$ cat config.mk
export PLATFORM = sky130hd
export DESIGN_NAME = tmt_fifo
export DESIGN_NICKNAME = d
export VERILOG_FILES = /design/src/design/tile_ram_to_tilemap_translator_core_macros.svh /design/src/design/tmt_pkg.sv /design/src/design/tmt_fifo.sv
export SDC_FILE = /design/constraint.sdc
export NUM_CORES = 1
export LEC_CHECK = 0
export ABC_AREA = 1
export BUFFER_PORTS_ARGS = -buffer_cell sky130_fd_sc_hd__buf_4
export CORE_MARGIN = 3
export CORE_UTILIZATION = 50
export DETAILED_ROUTE_END_ITERATION = 16
export GPL_TIMING_DRIVEN = 1
export PLACE_DENSITY_LB_ADDON = 0.2
export SYNTH_ARGS = -nofsm -noshare
export SYNTH_HDL_FRONTEND = slang
export SYNTH_SLANG_ARGS = --single-unit
$ cat constraint.sdc
create_clock -name clk -period 7.69 [get_ports clk]
set_input_delay 2.307 -clock clk [delete_from_list [all_inputs] [get_ports clk]]
set_output_delay 2.307 -clock clk [all_outputs]
set_load 0.02 [all_outputs]
$ cat src/design/tile_ram_to_tilemap_translator_core_macros.svh
// Assertion macros for the tilemap translator.
// Used by the front and back modules; no other dependencies.
`ifndef TILE_RAM_TO_TILEMAP_TRANSLATOR_CORE_MACROS_SVH
`define TILE_RAM_TO_TILEMAP_TRANSLATOR_CORE_MACROS_SVH

`ifndef SYNTH
`define TMT_ASSERT(label, prop, msg) \
  label: assert property (@(posedge clk) disable iff (!rst_n) prop) else $error(msg);
`define TMT_ASSERT_RST(label, prop, msg) \
  label: assert property (@(posedge clk) prop) else $error(msg);
`else
`define TMT_ASSERT(label, prop, msg)
`define TMT_ASSERT_RST(label, prop, msg)
`endif

`endif

$ cat src/design/tmt_pkg.sv
// Shared types and constants for the tilemap translator.
// No dependencies; imported by every module of the block.
package tmt_pkg;

  localparam int unsigned TILE_COUNT      = 1024;
  localparam int unsigned RAM_DEPTH       = 4 * TILE_COUNT;
  localparam int unsigned ADDR_W          = $clog2(RAM_DEPTH);
  localparam int unsigned TILE_W          = $clog2(TILE_COUNT);
  localparam int unsigned MAP_COLS        = 32;
  localparam int unsigned JOB_QUEUE_DEPTH = 2;
  localparam int unsigned FG_WORDS        = 8;
  localparam int unsigned BG_WORDS        = 4;

  localparam logic [15:0] FG_BANK_BLANK  = 16'h0800;
  localparam logic [15:0] FG_BANK_NORMAL = 16'h1800;
  localparam logic [15:0] BG_BANK        = 16'h2800;
  localparam logic [3:0]  BG_PLAIN_A     = 4'h1;
  localparam logic [3:0]  BG_PLAIN_B     = 4'hd;
  localparam logic [13:0] ROW_PAIR_OFF   = 14'h0040;
  localparam logic [13:0] FG_HALF_OFF    = 14'h1000;

  localparam logic LAYER_FG = 1'b0;
  localparam logic LAYER_BG = 1'b1;

  localparam logic CFG_FLIP_SCREEN = 1'b0;
  localparam logic CFG_BLANK_MASK  = 1'b1;

  typedef enum logic [1:0] {
    FR_CLEAR,
    FR_IDLE,
    FR_CHECK
  } front_state_t;

  typedef struct packed {
    logic [11:0] window_offset;
    logic [7:0]  write_byte;
  } in_item_t;

  typedef struct packed {
    logic        layer_select;
    logic [13:0] map_word_index;
    logic [15:0] map_word_value;
    logic        final_word;
  } out_item_t;

  typedef struct packed {
    logic        layer;
    logic [12:0] base;
    logic [15:0] color_word;
    logic [15:0] code_word;
  } job_t;

endpackage

$ cat src/design/tmt_fifo.sv
// Short job queue between the front and back parts.
// Depends on tmt_pkg for the job type.
module tmt_fifo #(
  parameter int unsigned DEPTH = tmt_pkg::JOB_QUEUE_DEPTH
) (
  input  logic          clk,
  input  logic          rst_n,
  input  logic          push,
  input  tmt_pkg::job_t push_item,
  output logic          full,
  input  logic          pop,
  output tmt_pkg::job_t head_item,
  output logic          empty
);
  import tmt_pkg::*;

  localparam int unsigned PTR_W = (DEPTH > 1) ? $clog2(DEPTH) : 1;
  localparam int unsigned CNT_W = $clog2(DEPTH + 1);

  job_t             slot_r [DEPTH];
  logic [PTR_W-1:0] wr_ptr_r, wr_ptr_nxt;
  logic [PTR_W-1:0] rd_ptr_r, rd_ptr_nxt;
  logic [CNT_W-1:0] count_r, count_nxt;
  logic             do_push, do_pop;

  assign full      = (count_r == CNT_W'(DEPTH));
  assign empty     = (count_r == '0);
  assign do_push   = push && !full;
  assign do_pop    = pop && !empty;
  assign head_item = slot_r[rd_ptr_r];

  always_comb begin
    wr_ptr_nxt = wr_ptr_r;
    rd_ptr_nxt = rd_ptr_r;
    count_nxt  = count_r;
    if (do_push) begin
      wr_ptr_nxt = (wr_ptr_r == PTR_W'(DEPTH - 1)) ? '0 : wr_ptr_r + 1'b1;
    end
    if (do_pop) begin
      rd_ptr_nxt = (rd_ptr_r == PTR_W'(DEPTH - 1)) ? '0 : rd_ptr_r + 1'b1;
    end
    if (do_push && !do_pop) begin
      count_nxt = count_r + 1'b1;
    end else if (do_pop && !do_push) begin
      count_nxt = count_r - 1'b1;
    end
  end

  always_ff @(posedge clk) begin
    if (!rst_n) begin
      wr_ptr_r <= '0;
      rd_ptr_r <= '0;
      count_r  <= '0;
    end else begin
      wr_ptr_r <= wr_ptr_nxt;
      rd_ptr_r <= rd_ptr_nxt;
      count_r  <= count_nxt;
    end
  end

  always_ff @(posedge clk) begin
    if (do_push) begin
      slot_r[wr_ptr_r] <= push_item;
    end
  end

endmodule

==> flow_summary.json <==
{
  "ctsRootBufferMaster": "clkbuf_8",
  "min_period_ns": 4.201,
  "end_kind": "output port",
  "vias": 1828,
  "p_leak_nw": 1.861,
  "drtIter0Drc": 78,
  "initial_core_util_pct": 51.66,
  "grt_pass1_wl_mm": 9.308,
  "h-tree-depth": 3,
  "insertion_delay_ns": 0.35,
  "port_buffers": 97,
  "total_power_mw": 1.456,
  "synth_seq_cells": 97,
  "synth_top_family_by_area": "multiplexers",
  "ioPinCount": 98,
  "fin_worst_skew_ns": 0.01122,
  "synthAdderAreaFrac_pct": 0.3321,
  "post-route-cell-area_sq_mm": 0.004738,
  "grt_max_degree": 47,
  "yosysSeqAreaShare_pct": 75.99,
  "syn-cell-area_sq_mm": 0.003767,
  "crit_type": "reg2out",
  "drive_above_1_share_pct": 56.16,
  "cts_tree": "built",
  "nFillCells": 550,
  "cts_repair_resize_count": 0,
  "synth_nets": 232,
  "power.density_mw_per_mm2": 307.2,
  "peakVddDrop_uv": 218.8,
  "fin_crit_sh_pct": 54.63,
  "outcome": "finished clean",
  "cts_setup_buffers": 0,
  "synth_compound_area_share_pct": 0.6310,
  "cts.sinks": 97,
  "drc": 0,
  "ant_nets": 0,
  "grt_usage_pct": 14.45,
  "fin_nets": 338,
  "cp.arrival_ns": 1.89,
  "n_antenna_cell": 0,
  "die_area_sq_mm": 0.008612,
  "placed_area_sq_mm": 0.004567,
  "hpwl_mm": 4.126,
  "yosys_warnings": 0,
  "avgRoutedWirePerCell_microns": 15.77,
  "hold_viol": 0,
  "max_freq_mhz": 238.0,
  "yosys.area_share.simple_pct": 1.993,
  "design.core.area_sq_mm": 0.007292,
  "slew_viol_final": 0,
  "syn2layout_area_growth_pct": 25.77,
  "max-slew-margin-rel_pct": 45.52,
  "utilization_pct": 64.98,
  "avgViaCountPerCell": 4.675,
  "avgSynthCellArea_sq_um": 20.81,
  "die_w_microns": 92.80,
  "path_max_fanout": 46,
  "drt_first_pass_iters": 4,
  "setup-tns-final_ns": 0,
  "critPathLaunchType": "flip-flop",
  "numCtsBuffers": 9,
  "multiInputGateArea_sq_um": 794.5,
  "synthXorXnorAreaFrac_pct": 0,
  "grt_overflow": 0,
  "clk_pin_slew_ns": 0.08,
  "cp.required_ns": 5.38,
  "grt_pass1_vias": 1931,
  "core.rowCount": 31,
  "tightest_slew_ns": 0.8173,
  "ff_latch_area_sq_mm": 0.002864,
  "min_path_type": "reg2reg",
  "fp.dieH_microns": 92.80,
  "synthMuxAreaShare_pct": 17.73,
  "rsz0062_at_grt": "no",
  "gp_congestion": 0.6689,
  "antenna_found_initial": 0,
  "maxCapViolCount": 0,
  "synth_cells": 181,
  "clockBufferDepth": 2,
  "hold_buffers": 0,
  "wl_mm": 6.166,
  "setup_viol": 0,
  "synth_cell_types": 15
}
[cell usage in the layout (no fill, tap or decap)]
master and count:
o21ai_0 2, a21oi_1 1, ha_1 1, clkinvlp_4 3
dfxtp_1 4, nor2_1 9, nand2_1 6, clkbuf_8 9
clkinv_4 2, buf_4 100, nor2_4 2, inv_1 9
mux2_4 40, nand3_1 1, clkinv_1 2, nand4_1 1
o21ai_2 1, mux2_2 6, edfxtp_1 92, dfxtp_2 1
[synthesized netlist by cell type]
cell type  instances  area share (%)
inv_1              9            0.90
buf_12             4             2.1
nand2_1            6            0.60
dfxtp_1            5             2.7
buf_6              1            0.30
nor2_1            11             1.1
mux2_2             6             1.8
nand3_1            1            0.13
o21ai_2            1            0.23
mux2_4            40              16
a21oi_1            1            0.13
ha_1               1            0.33
nand4_1            1            0.17
edfxtp_1          92              73
o21ai_0            2            0.27
[registers in the layout (all words and copies together) (netlist names), named ones only]
signal    flops
slot_r       92
count_r       2
rd_ptr_r      1
wr_ptr_r      1
[critical path: stages (launching register included)]
cell	delay (ns)
dfxtp_2	0.32
buf_4	0.64
mux2_2	0.42
buf_4	0.16
[metrics by stage]
step,hold slack [ns],setup slack (ns),std cells
final,0.5196,3.489,391
after detailed placement,0.5020,3.766,375
after global routing,0.5770,3.396,391
after CTS,0.5247,3.466,391
after floorplan,0.4669,2.934,181
after global placement,0.4782,3.811,375
[where the power goes]
part / internal [mW] / switching (mW) / total [mW]
clock: 0.116 / 0.166 / 0.282
combinational: 0.231 / 0.252 / 0.483
sequential: 0.668 / 0.0226 / 0.690
[path summary, 6_finish.rpt]
| kind | from | end | slack (ns) | cells past startpoint |
|---|---|---|---|---|
| hold reg to reg | rd_ptr_r$_SDFFE_PN0P_ | rd_ptr_r$_SDFFE_PN0P_ | 0.52 | 2 |
| hold / removal | rd_ptr_r$_SDFFE_PN0P_ | rd_ptr_r$_SDFFE_PN0P_ | 0.52 | 2 |
| setup reg to reg | count_r[0]$_SDFFE_PN0P_ | slot_r[0][27]$_DFFE_PP_ | 5.74 | 3 |
| setup / recovery | flip-flop | head_item[29] | 3.49 | 3 |
[cells by family (layout without fill, tap and decap cells)]
logic type,after synthesis,after routing
AO/OA/AOI/OAI,4,4
adder cells (fa/ha/maj),1,1
buffers and inverters,14,125
flip-flops,97,97
multiplexers,46,46
AND/OR/NAND/NOR,19,19
[layout make-up]
class / count / area share [%]
clock inverter: 7 / 1.003
inverter: 9 / 0.7130
clock buffer: 9 / 2.614
multi-input combinational: 70 / 16.77
timing repair buffer: 100 / 15.84
sequential: 97 / 60.44
tap: 99 / 2.614
[per-layer routing]
layer / up-vias / track usage [%] / wire (microns)
met1: 873 / 17.86 / 2639
met5: - / 0 / 0
li1: 893 / - / -
met4: 0 / 4.396 / 68
met2: 55 / 24.18 / 3069
met3: 7 / 4.793 / 388
(Power assumes the default switching activity.)
