File: config.mk
export PLATFORM = sky130hd
export DESIGN_NAME = tmt_back
export DESIGN_NICKNAME = d
export VERILOG_FILES = /design/src/design/tmt_pkg.sv /design/src/design/tmt_back.sv
export VERILOG_INCLUDE_DIRS = /design/src /design/src/design
export SDC_FILE = /design/constraint.sdc
export NUM_CORES = 1
export LEC_CHECK = 0
export BUFFER_PORTS_ARGS = -buffer_cell sky130_fd_sc_hd__buf_2
export CELL_PAD_IN_SITES_DETAIL_PLACEMENT = 0
export CELL_PAD_IN_SITES_GLOBAL_PLACEMENT = 2
export CORE_ASPECT_RATIO = 0.9
export CORE_MARGIN = 4
export CORE_UTILIZATION = 29
export CTS_BUF_LIST = sky130_fd_sc_hd__clkbuf_4
export DETAILED_ROUTE_END_ITERATION = 10
export PLACE_DENSITY_LB_ADDON = 0.1
export SLEW_MARGIN = 10
export SYNTH_ARGS = -nofsm -noshare
export SYNTH_HDL_FRONTEND = slang
export SYNTH_SLANG_ARGS = --single-unit
File: constraint.sdc
create_clock -name clk -period 3.25 [get_ports clk]
set_input_delay 0.325 -clock clk [delete_from_list [all_inputs] [get_ports clk]]
set_output_delay 0.325 -clock clk [all_outputs]
set_load 0.01 [all_outputs]
File: src/design/tile_ram_to_tilemap_translator_core_macros.svh
// Assertion macros for the tilemap translator.
// Used by the front and back modules; no other dependencies.
`ifndef TILE_RAM_TO_TILEMAP_TRANSLATOR_CORE_MACROS_SVH
`define TILE_RAM_TO_TILEMAP_TRANSLATOR_CORE_MACROS_SVH

`ifndef SYNTH
`define TMT_ASSERT(label, prop, msg) \
  label: assert property (@(posedge clk) disable iff (!rst_n) prop) else $error(msg);
`define TMT_ASSERT_RST(label, prop, msg) \
  label: assert property (@(posedge clk) prop) else $error(msg);
`else
`define TMT_ASSERT(label, prop, msg)
`define TMT_ASSERT_RST(label, prop, msg)
`endif

`endif

File: src/design/tmt_pkg.sv
// Shared types and constants for the tilemap translator.
// No dependencies; imported by every module of the block.
package tmt_pkg;

  localparam int unsigned TILE_COUNT      = 1024;
  localparam int unsigned RAM_DEPTH       = 4 * TILE_COUNT;
  localparam int unsigned ADDR_W          = $clog2(RAM_DEPTH);
  localparam int unsigned TILE_W          = $clog2(TILE_COUNT);
  localparam int unsigned MAP_COLS        = 32;
  localparam int unsigned JOB_QUEUE_DEPTH = 2;
  localparam int unsigned FG_WORDS        = 8;
  localparam int unsigned BG_WORDS        = 4;

  localparam logic [15:0] FG_BANK_BLANK  = 16'h0800;
  localparam logic [15:0] FG_BANK_NORMAL = 16'h1800;
  localparam logic [15:0] BG_BANK        = 16'h2800;
  localparam logic [3:0]  BG_PLAIN_A     = 4'h1;
  localparam logic [3:0]  BG_PLAIN_B     = 4'hd;
  localparam logic [13:0] ROW_PAIR_OFF   = 14'h0040;
  localparam logic [13:0] FG_HALF_OFF    = 14'h1000;

  localparam logic LAYER_FG = 1'b0;
  localparam logic LAYER_BG = 1'b1;

  localparam logic CFG_FLIP_SCREEN = 1'b0;
  localparam logic CFG_BLANK_MASK  = 1'b1;

  typedef enum logic [1:0] {
    FR_CLEAR,
    FR_IDLE,
    FR_CHECK
  } front_state_t;

  typedef struct packed {
    logic [11:0] window_offset;
    logic [7:0]  write_byte;
  } in_item_t;

  typedef struct packed {
    logic        layer_select;
    logic [13:0] map_word_index;
    logic [15:0] map_word_value;
    logic        final_word;
  } out_item_t;

  typedef struct packed {
    logic        layer;
    logic [12:0] base;
    logic [15:0] color_word;
    logic [15:0] code_word;
  } job_t;

endpackage

File: src/design/tmt_back.sv
// Back part: expands one job into its map words and holds the output register.
// Depends on tmt_pkg and the assertion macro header.
`include "tile_ram_to_tilemap_translator_core_macros.svh"

module tmt_back (
  input  logic               clk,
  input  logic               rst_n,
  input  logic               job_valid,
  input  tmt_pkg::job_t      job_item,
  output logic               job_pop,
  output logic               out_empty,
  input  logic               out_pop,
  output tmt_pkg::out_item_t out_item
);
  import tmt_pkg::*;

  logic [2:0]  step_r, step_nxt;
  logic        out_valid_r, out_valid_nxt;
  out_item_t   out_item_r;
  out_item_t   word;
  logic        load;
  logic        last;
  logic [2:0]  last_step;
  logic [13:0] offset;
  logic        code_sel;

  assign load      = job_valid && (!out_valid_r || out_pop);
  assign last_step = (job_item.layer == LAYER_BG) ? 3'(BG_WORDS - 1) : 3'(FG_WORDS - 1);
  assign last      = (step_r == last_step);
  assign job_pop   = load && last;
  assign out_empty = !out_valid_r;
  assign out_item  = out_item_r;

  always_comb begin
    if (job_item.layer == LAYER_BG) begin
      offset   = step_r[0] ? ROW_PAIR_OFF : '0;
      code_sel = step_r[1];
    end else begin
      offset   = (step_r[1] ? FG_HALF_OFF : '0) | (step_r[0] ? ROW_PAIR_OFF : '0);
      code_sel = step_r[2];
    end
    word.layer_select   = job_item.layer;
    word.map_word_index = ({1'b0, job_item.base} + offset) | {13'b0, code_sel};
    word.map_word_value = code_sel ? job_item.code_word : job_item.color_word;
    word.final_word     = last;

    step_nxt      = step_r;
    out_valid_nxt = out_valid_r;
    if (load) begin
      step_nxt      = last ? '0 : step_r + 1'b1;
      out_valid_nxt = 1'b1;
    end else if (out_pop) begin
      out_valid_nxt = 1'b0;
    end
  end

  always_ff @(posedge clk) begin
    if (!rst_n) begin
      step_r      <= '0;
      out_valid_r <= 1'b0;
    end else begin
      step_r      <= step_nxt;
      out_valid_r <= out_valid_nxt;
    end
  end

  always_ff @(posedge clk) begin
    if (load) begin
      out_item_r <= word;
    end
  end

  `TMT_ASSERT(a_step_needs_job, (step_r != '0) |-> job_valid, "expansion step without a job")
  `TMT_ASSERT(a_bg_step_range, (job_valid && (job_item.layer == LAYER_BG)) |->
              (step_r <= 3'(BG_WORDS - 1)), "background job past its last word")

endmodule

==> impl_metrics.tcl, run 1 <==
set metrics [dict create \
    status "complete, no violations" \
    synth-edff-count 32 \
    synthAdderAreaFrac_pct 3.244 \
    met1_length_um 1375 \
    syn_area_per_cell_um2 16.95 \
    hold_violations 0 \
    worstHoldPathType "in2reg" \
    die_w_um 84.88 \
    combPwrFrac_pct 14.6 \
    ys_async_sr_fraction_pct 0 \
    wire_per_inst_um 14.06 \
    dr.max_layer_used "met4" \
    max-cap-violations 0 \
    die-area_um2 6552 \
    setup_viol 0 \
    slowest_stage "nor2_4" \
    synthFlopType "edfxtp_1" \
    grt_max_degree 19 \
    p_total_w 0.0009045 \
    switching_share_pct 23.12 \
    syn-num-nets 145 \
    layout.nets 235 \
    required_ps 2920 \
    core_area_um2 4985 \
    cp-start-kind "flip-flop" \
    place_congestion 0.7508 \
    ctsHoldBuffers 0 \
    clkPwrFrac_pct 24.8 \
    cts_tree "built" \
    rows 24 \
    synth_area_um2 1543 \
    p_seq_share_pct 60.6 \
    syn_to_final_growth_pct 35.69 \
    tritoncts.num_buffers 5 \
    dpl-instance-area_um2 2043 \
    crit_chain "nor2b_1, nor2_4, and2_1, buf_2" \
    root_buffer "clkbuf_4" \
    dr_wl_met2_um 1723 \
    drtIter0Drc 17 \
    io_buffers 83 \
    rsz0062_at_grt "false" \
    met3_length_um 313 \
    timing.rr.start "step_r[2]" \
    initial_core_util_pct 30.95 \
    io-pin-count 84 \
    ys_seq_area_share_pct 67.48 \
    diodes 0 \
    fmaxAchievable_mhz 519.8 \
    grt_usage_pct 10.81 \
    synth-xor-area-share_pct 3.406 \
    clock-sinks 36 \
    ctsLongestPathBuffers 2 \
    period_minus_slack_ps 1924 \
    cts.repair.resized 0 \
    yosys_warnings 0 \
    drt_wl_total_um 3459 \
    synthMuxAreaShare_pct 15.33 \
    post-cts-setup-buffers 0 \
    power_density_nw_per_um2 432.1 \
    worstMarginPinSlew_ps 779.8 \
    syn_inst 91 \
    first_global_vias 1135 \
    max_stage_delay_ps 430 \
    fillers 498 \
    crit_type "reg2out" \
    clkTransAtPathRegs_ps 90 \
    dr.pass1.iters 4 \
    p_leak_nw 0.9666 \
    setup_tns_ps 0 \
    synth_top_family_by_area "multiplexers" \
    synth-compound-area-share_pct 3.001 \
    arrival_ps 1600 \
    grt.overflow.total 0 \
    antenna_left 0 \
    internal_power_w 0.0006954 \
    end_kind "output port" \
    switchingPower_w 0.0002091 \
    via_count 1063 \
    dp_hpwl_um 2729 \
    viasPerCell 4.321 \
    holdWs_ps 173.4 \
    fin_worst_skew_ps 8.095 \
    grt_pass1_wl_um 5395 \
    antenna_found_initial 0 \
    synth_cell_types 25 \
    drcViolationCount 0 \
    finish.utilization_pct 41.99 \
    ys_ff_latch 36 \
    post-route-period-util_pct 59.19 \
    cts.htree.levels 2 \
    rrSetupSlack_ps 1580 \
    relSlewSlack_pct 46.90 \
    design_area_um2 2093 \
    synth_simple_gate_area_share_pct 6.083 \
    die_height_um 77.20 \
    crit_start "out_valid_r" \
    max-vdd-ir-drop_mv 0.2581 \
    min_from "job_item[35]" \
    path_max_fanout 18 \
    report.final.slew_viol_count 0 \
    clock_latency_ps 330 \
    drive_above_1_share_pct 60.77 \
]
stage by stage:
stage               cells  worst slack, ps
finish                246             1326
global route          246             1198
CTS                   246             1267
detailed placement    239             1350
global placement      239             1414
floorplan              91            706.7
final timing paths:
path	endpoint	cells after the start
setup / recovery	job_pop	4
setup reg to reg	out_item[4]	2
hold reg to reg	step_r[0]	2
hold / removal	out_item[20]	1
cells in the mapped netlist, types with 2 or more instances:
library cell | n | share of area (%)
mux2_2 | 7 | 5.1
xnor2_1 | 3 | 1.7
ha_1 | 4 | 3.2
a21oi_1 | 2 | 0.65
dfxtp_1 | 4 | 5.2
xor2_1 | 3 | 1.7
nand3_1 | 4 | 1.3
nand2_1 | 2 | 0.49
mux2_4 | 9 | 8.8
nand2b_1 | 2 | 0.81
and3_1 | 2 | 0.81
and2_1 | 2 | 0.81
edfxtp_1 | 32 | 62
inv_1 | 3 | 0.73
nor2_1 | 2 | 0.49
layout make-up:
type	instances	area, µm²	area share [%]
multi-input cells	51	486.7	23.25
repair buffers	84	422.9	20.20
flip-flops and latches	36	1041	49.73
clock buffers	6	45.04	2.152
well taps	65	81.33	3.885
inverters	3	11.26	0.5380
clock inverters	1	5.005	0.2391
state kept, by name, summed over array words and instances (netlist names):
signal / cells
step_r: 3
out_item: 32
out_valid_r: 1
worst max-delay path: cells and delay by family (launching register included):
family	cells	cell delay, ps
AND/OR/NAND/NOR	3	810
flip-flops	1	330
buffers and inverters	1	130
routing by layer:
metal	vias up	global-route usage (%)
met4	0	5.222
li1	523	-
met2	47	18.23
met1	488	11.56
met5	-	0
met3	5	4.609
power by group through the flow:
stage                     clock [W]  combinational, W  sequential, W
final                      0.000225          0.000132       0.000548
after global routing       0.000264          0.000144       0.000552
after CTS                  0.000242          0.000135       0.000549
after detailed placement          0          0.000134       0.000559
after global placement            0          0.000130       0.000559
after floorplan                   0         0.0000488       0.000575
cells in the final DEF, fill, tap and decap left out, types with 3 or more instances in the layout:
cell type | netlist | routed
mux2_2 | 7 | 7
ha_1 | 4 | 4
edfxtp_1 | 32 | 32
xor2_1 | 3 | 3
xnor2_1 | 3 | 3
clkbuf_4 | 0 | 6
mux2_4 | 9 | 9
dfxtp_1 | 4 | 4
inv_1 | 3 | 3
buf_2 | 0 | 83
nand3_1 | 4 | 4
logic make-up (layout without fill, tap and decap cells):
logic type	count (synthesis)	count (layout)
AOI/OAI and AO/OA	7	7
xor gates and xnor gates	6	6
adders and majority gates	4	4
buffers and inverters	4	94
DFF	36	36
muxes	17	17
and+or+nand+nor	17	17
No activity file was read; power rests on OpenSTA's default activity.
==> run 2, diff against run 1 <==
clock period = 1.8 ns   (was 3.25 ns; I/O delays follow)
==> run 2 against run 1 <==
Final cell count grew 1.6%. Combinational power grew 88%. Clock-buffer cell count shrank 1. Highest routed layer unchanged. Sequential share of layout area shrank 1.2 points. Largest power group unchanged.
==> impl_metrics.tcl, run 2 (synthesis results as in run 1) <==
set metrics [dict create \
    power_density_nw_per_um2 764.3 \
    cp-start-kind "flip-flop" \
    worstHoldPathType "in2reg" \
    setup_tns_ps 0 \
    final_cell_mix "buf_2, edfxtp_1, mux2_4" \
    grt_usage_pct 10.22 \
    cts.repair.resized 0 \
    max-cap-violations 0 \
    multiInputGateArea_um2 486.7 \
    finish.utilization_pct 43.02 \
    drcViolationCount 0 \
    io_buffers 83 \
    grt_max_degree 19 \
    grt.overflow.total 0 \
    drtIter0Drc 25 \
    crit_chain "ha_1, and2_1, and2_1, buf_2" \
    reg2regPathDepth 5 \
    dr.max_layer_used "met4" \
    arrival_ps 1420 \
    dp_hpwl_um 2681 \
    rsz0062_at_grt "false" \
    switching_share_pct 23.77 \
    cts_tree "built" \
    first_global_vias 1131 \
    largest_reg_flops 32 \
    ctsLongestPathBuffers 2 \
    layout.nets 238 \
    rrSetupSlack_ps 380 \
    p_seq_share_pct 60.4 \
    max_stage_delay_ps 430 \
    hold_depth 1 \
    place_congestion 0.7604 \
    holdPathEnd "out_item[22]" \
    status "complete, no violations" \
    timing.rr.start "out_valid_r" \
    max-vdd-ir-drop_mv 0.2838 \
    clock_latency_ps 330 \
    fin_worst_skew_ps 4.413 \
    grt_pass1_wl_um 5237 \
    rows 24 \
    end_kind "output port" \
    report.final.slew_viol_count 0 \
    switchingPower_w 0.0003896 \
    root_buffer "clkbuf_4" \
    internal_power_w 0.001249 \
    hold_violations 0 \
    worstMarginPinSlew_ps 283.3 \
    combPwrFrac_pct 15.1 \
    p_leak_nw 0.9919 \
    die-area_um2 6552 \
    met1_length_um 1352 \
    drt_wl_total_um 3389 \
    crit_type "reg2out" \
    final_common_cell "buf_2" \
    relSlewSlack_pct 81.07 \
    dr.pass1.iters 4 \
    via_count 1077 \
    fillers 493 \
    die_height_um 77.20 \
    post-route-period-util_pct 89.13 \
    dr_wl_met2_um 1660 \
    core_area_um2 4985 \
    reg2reg_to "step_r[2]" \
    tritoncts.num_buffers 5 \
    drive_above_1_share_pct 60.54 \
    clkTransAtPathRegs_ps 100 \
    slowest_stage "dfxtp_1" \
    min_from "job_item[37]" \
    clkPwrFrac_pct 24.4 \
    setup_viol 0 \
    cts.htree.levels 2 \
    io-pin-count 84 \
    die_w_um 84.88 \
    seqCellArea_um2 1041 \
    clock-sinks 36 \
    viasPerCell 4.308 \
    fmaxAchievable_mhz 623.3 \
    syn_to_final_growth_pct 39.01 \
    initial_core_util_pct 30.95 \
    antenna_found_initial 0 \
    period_minus_slack_ps 1604 \
    diodes 0 \
    crit_top_cell "and2_1" \
    required_ps 1620 \
    antenna_left 0 \
    path_max_fanout 4 \
    met3_length_um 314 \
    wire_per_inst_um 13.56 \
]
## run 2: how the worst max path moves through the flow
stage	startpoint	to	slack (ps)	cells past startpoint
6_report	step_r[1]	job_pop	200	4
5_1_grt	step_r[1]	job_pop	70	4
4_1_cts	step_r[1]	job_pop	140	4
3_5_place_dp	out_valid_r	out_item[4]	350	3
3_3_place_gp	out_valid_r	out_item[4]	390	3
2_1_floorplan	out_valid_r	job_pop	360	3
## run 2: metrics by stage
| stage | total power, W | setup WS (ps) | instance area (µm²) | std cells | hold slack, ps |
|---|---|---|---|---|---|
| global placement | 0.001255 | 385.1 | 2076 | 240 | 367.5 |
| CTS | 0.001672 | 140.3 | 2135 | 249 | 5.899 |
| global route | 0.001729 | 66.98 | 2145 | 250 | 3.089 |
| finish | 0.001639 | 195.7 | 2145 | 250 | 28.57 |
| detailed placement | 0.001260 | 354.4 | 2076 | 240 | 365.2 |
| floorplan | 0.001127 | 356.0 | 1550 | 91 | 278.9 |
## run 2: repair_timing
item | in CTS | in global routing
endpoints found under the hold margin | 0 | 1
buffers inserted | 1 | 0
setup endpoints to repair | 1 | 0
hold buffers | 0 | 1
## run 2: worst max-delay path: cells and delay by family (launching register included)
family,cells,cell delay (ps)
flip-flops,1,430
AND/OR/NAND/NOR,2,310
adder cells (fa/ha/maj),1,230
buffers and inverters,1,120
## run 2: power by group through the flow
stage               Combinational, W  Sequential, W  Clock, W
floorplan                  0.0000903        0.00104         0
global placement            0.000246        0.00101         0
detailed placement          0.000249        0.00101         0
CTS                         0.000252       0.000992  0.000428
global route                0.000271       0.000996  0.000462
finish                      0.000248       0.000991  0.000400
## run 2: final cells by class
| type | instances | share of cell area (%) |
|---|---|---|
| sequential | 36 | 48.54 |
| multi-input combinational | 51 | 22.70 |
| timing repair buffer | 87 | 22.05 |
| tap | 65 | 3.792 |
| clock buffer | 5 | 1.750 |
| clock inverter | 3 | 0.6418 |
| inverter | 3 | 0.5251 |
## run 2: layer usage
metal,track usage (%),vias to the layer above
met5,0,-
met1,10.88,495
met4,4.272,0
met3,4.502,8
met2,17.53,46
li1,-,528
==> run 3, diff against run 2 <==
PLACE_DENSITY = 0.79   (was unset)
PLACE_DENSITY_LB_ADDON = unset   (was 0.1)
==> run 3 against run 2 <==
Register-to-register slack better by 90 ps. Flip-flop and latch count stayed put. Via count is 0.19% higher. Critical path depth stayed put. Clock power is 40% higher. Power is 10% higher. Sequential share of layout area is 1.1 points lower. Critical path type unchanged. Critical endpoint unchanged. Highest routed layer unchanged.
==> impl_metrics.tcl, run 3 (synthesis results as in run 1) <==
set metrics [dict create \
    antenna_found_initial 0 \
    met3_length_um 356 \
    crit_buf_inv 1 \
    clock-sinks 36 \
    relSlewSlack_pct 76.38 \
    initial_core_util_pct 30.95 \
    core_area_um2 4985 \
    drt_wl_total_um 3442 \
    timing.rr.start "step_r[2]" \
    place_congestion 0.7776 \
    post-route-period-util_pct 89.20 \
    dp_hpwl_um 2745 \
    reg2reg_to "out_item[4]" \
    grt_pass1_wl_um 5409 \
    crit_family "simple AND/OR/NAND/NOR gates" \
    io-pin-count 84 \
    rsz0062_at_grt "false" \
    drtIter0Drc 19 \
    end_kind "output port" \
    wire_per_inst_um 13.66 \
    arrival_ps 1430 \
    grt_max_degree 26 \
    die-area_um2 6552 \
    max_stage_delay_ps 330 \
    finish.utilization_pct 44.05 \
    fin_worst_skew_ps 3.705 \
    cts.htree.levels 2 \
    die_height_um 77.20 \
    fmaxAchievable_mhz 622.8 \
    setup_tns_ps 0 \
    max-cap-violations 0 \
    status "complete, no violations" \
    rrSetupSlack_ps 470 \
    grt.overflow.total 0 \
    drcViolationCount 0 \
    path_depth 4 \
    rows 24 \
    crit_start "out_valid_r" \
    via_count 1079 \
    cts_tree "built" \
    dr.pass1.iters 4 \
    required_ps 1620 \
    crit_chain "nor2b_1, nor2_4, and2_1, buf_2" \
    ctsLongestPathBuffers 2 \
    fillers 496 \
    worstHoldPathType "in2reg" \
    syn_to_final_growth_pct 42.34 \
    post-cts-setup-buffers 0 \
    first_global_vias 1102 \
    path_max_fanout 11 \
    period_minus_slack_ps 1606 \
    slowest_stage "dfxtp_1" \
    reg2regPathDepth 3 \
    layout.nets 240 \
    report.final.slew_viol_count 0 \
    root_buffer "clkbuf_4" \
    final_cell_mix "buf_2, edfxtp_1, mux2_4" \
    cts.repair.resized 0 \
    grt_usage_pct 10.57 \
    viasPerCell 4.282 \
    p_leak_nw 1.012 \
    die_w_um 84.88 \
    dr_wl_met2_um 1643 \
    largest_reg_flops 32 \
    hold_violations 0 \
    io_buffers 83 \
    cp-start-kind "flip-flop" \
    drive_above_1_share_pct 59.89 \
    dr.max_layer_used "met4" \
    power_density_nw_per_um2 822.1 \
    crit_type "reg2out" \
    final_common_cell "buf_2" \
    endpoint "job_pop" \
    clock_latency_ps 320 \
    worstMarginPinSlew_ps 353.5 \
    met1_length_um 1383 \
    setup_viol 0 \
    tritoncts.num_buffers 5 \
    antenna_left 0 \
    clkTransAtPathRegs_ps 110 \
    max-vdd-ir-drop_mv 0.3437 \
    diodes 0 \
]
==> run 3: area by class of cell <==
class	instances	area, µm²	share of cell area (%)
clock buffers	6	45.04	2.051
clock inverters	2	35.03	1.595
inverters	3	11.26	0.5128
multi-input cells	51	486.7	22.17
flip-flops and latches	36	1041	47.41
well taps	65	81.33	3.704
repair buffers	89	495.5	22.56
==> run 3: power by group <==
part           total (W)  switching, W  internal [W]
registers       0.000990     0.0000165      0.000974
logic           0.000253      0.000118      0.000135
clock network   0.000562      0.000255      0.000306
total            0.00181      0.000390       0.00142
==> run 3: timing repair <==
item,in CTS,in global routing
hold buffers,2,2
endpoints found under the setup margin,0,0
hold endpoints to repair,2,2
==> run 3: per-stage QoR <==
stage	power (W)	instances	hold WS (ps)	cell area (µm²)	setup slack, ps
2_1_floorplan	0.001127	91	278.9	1550	356.0
3_3_place_gp	0.001255	240	361.4	2076	414.9
3_5_place_dp	0.001262	240	358.9	2076	391.2
4_1_cts	0.001839	250	1.075	2176	135.0
5_1_grt	0.001904	252	5.841	2196	68.94
6_report	0.001805	252	36.90	2196	194.3
==> run 3: worst min path at each step <==
stage / depth (start not counted) / endpoint / start
2_1_floorplan: 0 / out_item[18] / job_item[33]
3_3_place_gp: 1 / out_item[18] / job_item[33]
3_5_place_dp: 1 / out_item[21] / job_item[36]
4_1_cts: 1 / out_item[20] / job_item[35]
5_1_grt: 1 / out_item[22] / job_item[37]
6_report: 1 / out_item[22] / job_item[37]
==> run 3: metal layers <==
metal | vias to the layer above | GRT usage, %
met1 | 479 | 12.12
met5 | - | 0
met3 | 4 | 3.215
li1 | 540 | -
met4 | 0 | 6.646
met2 | 56 | 17.06
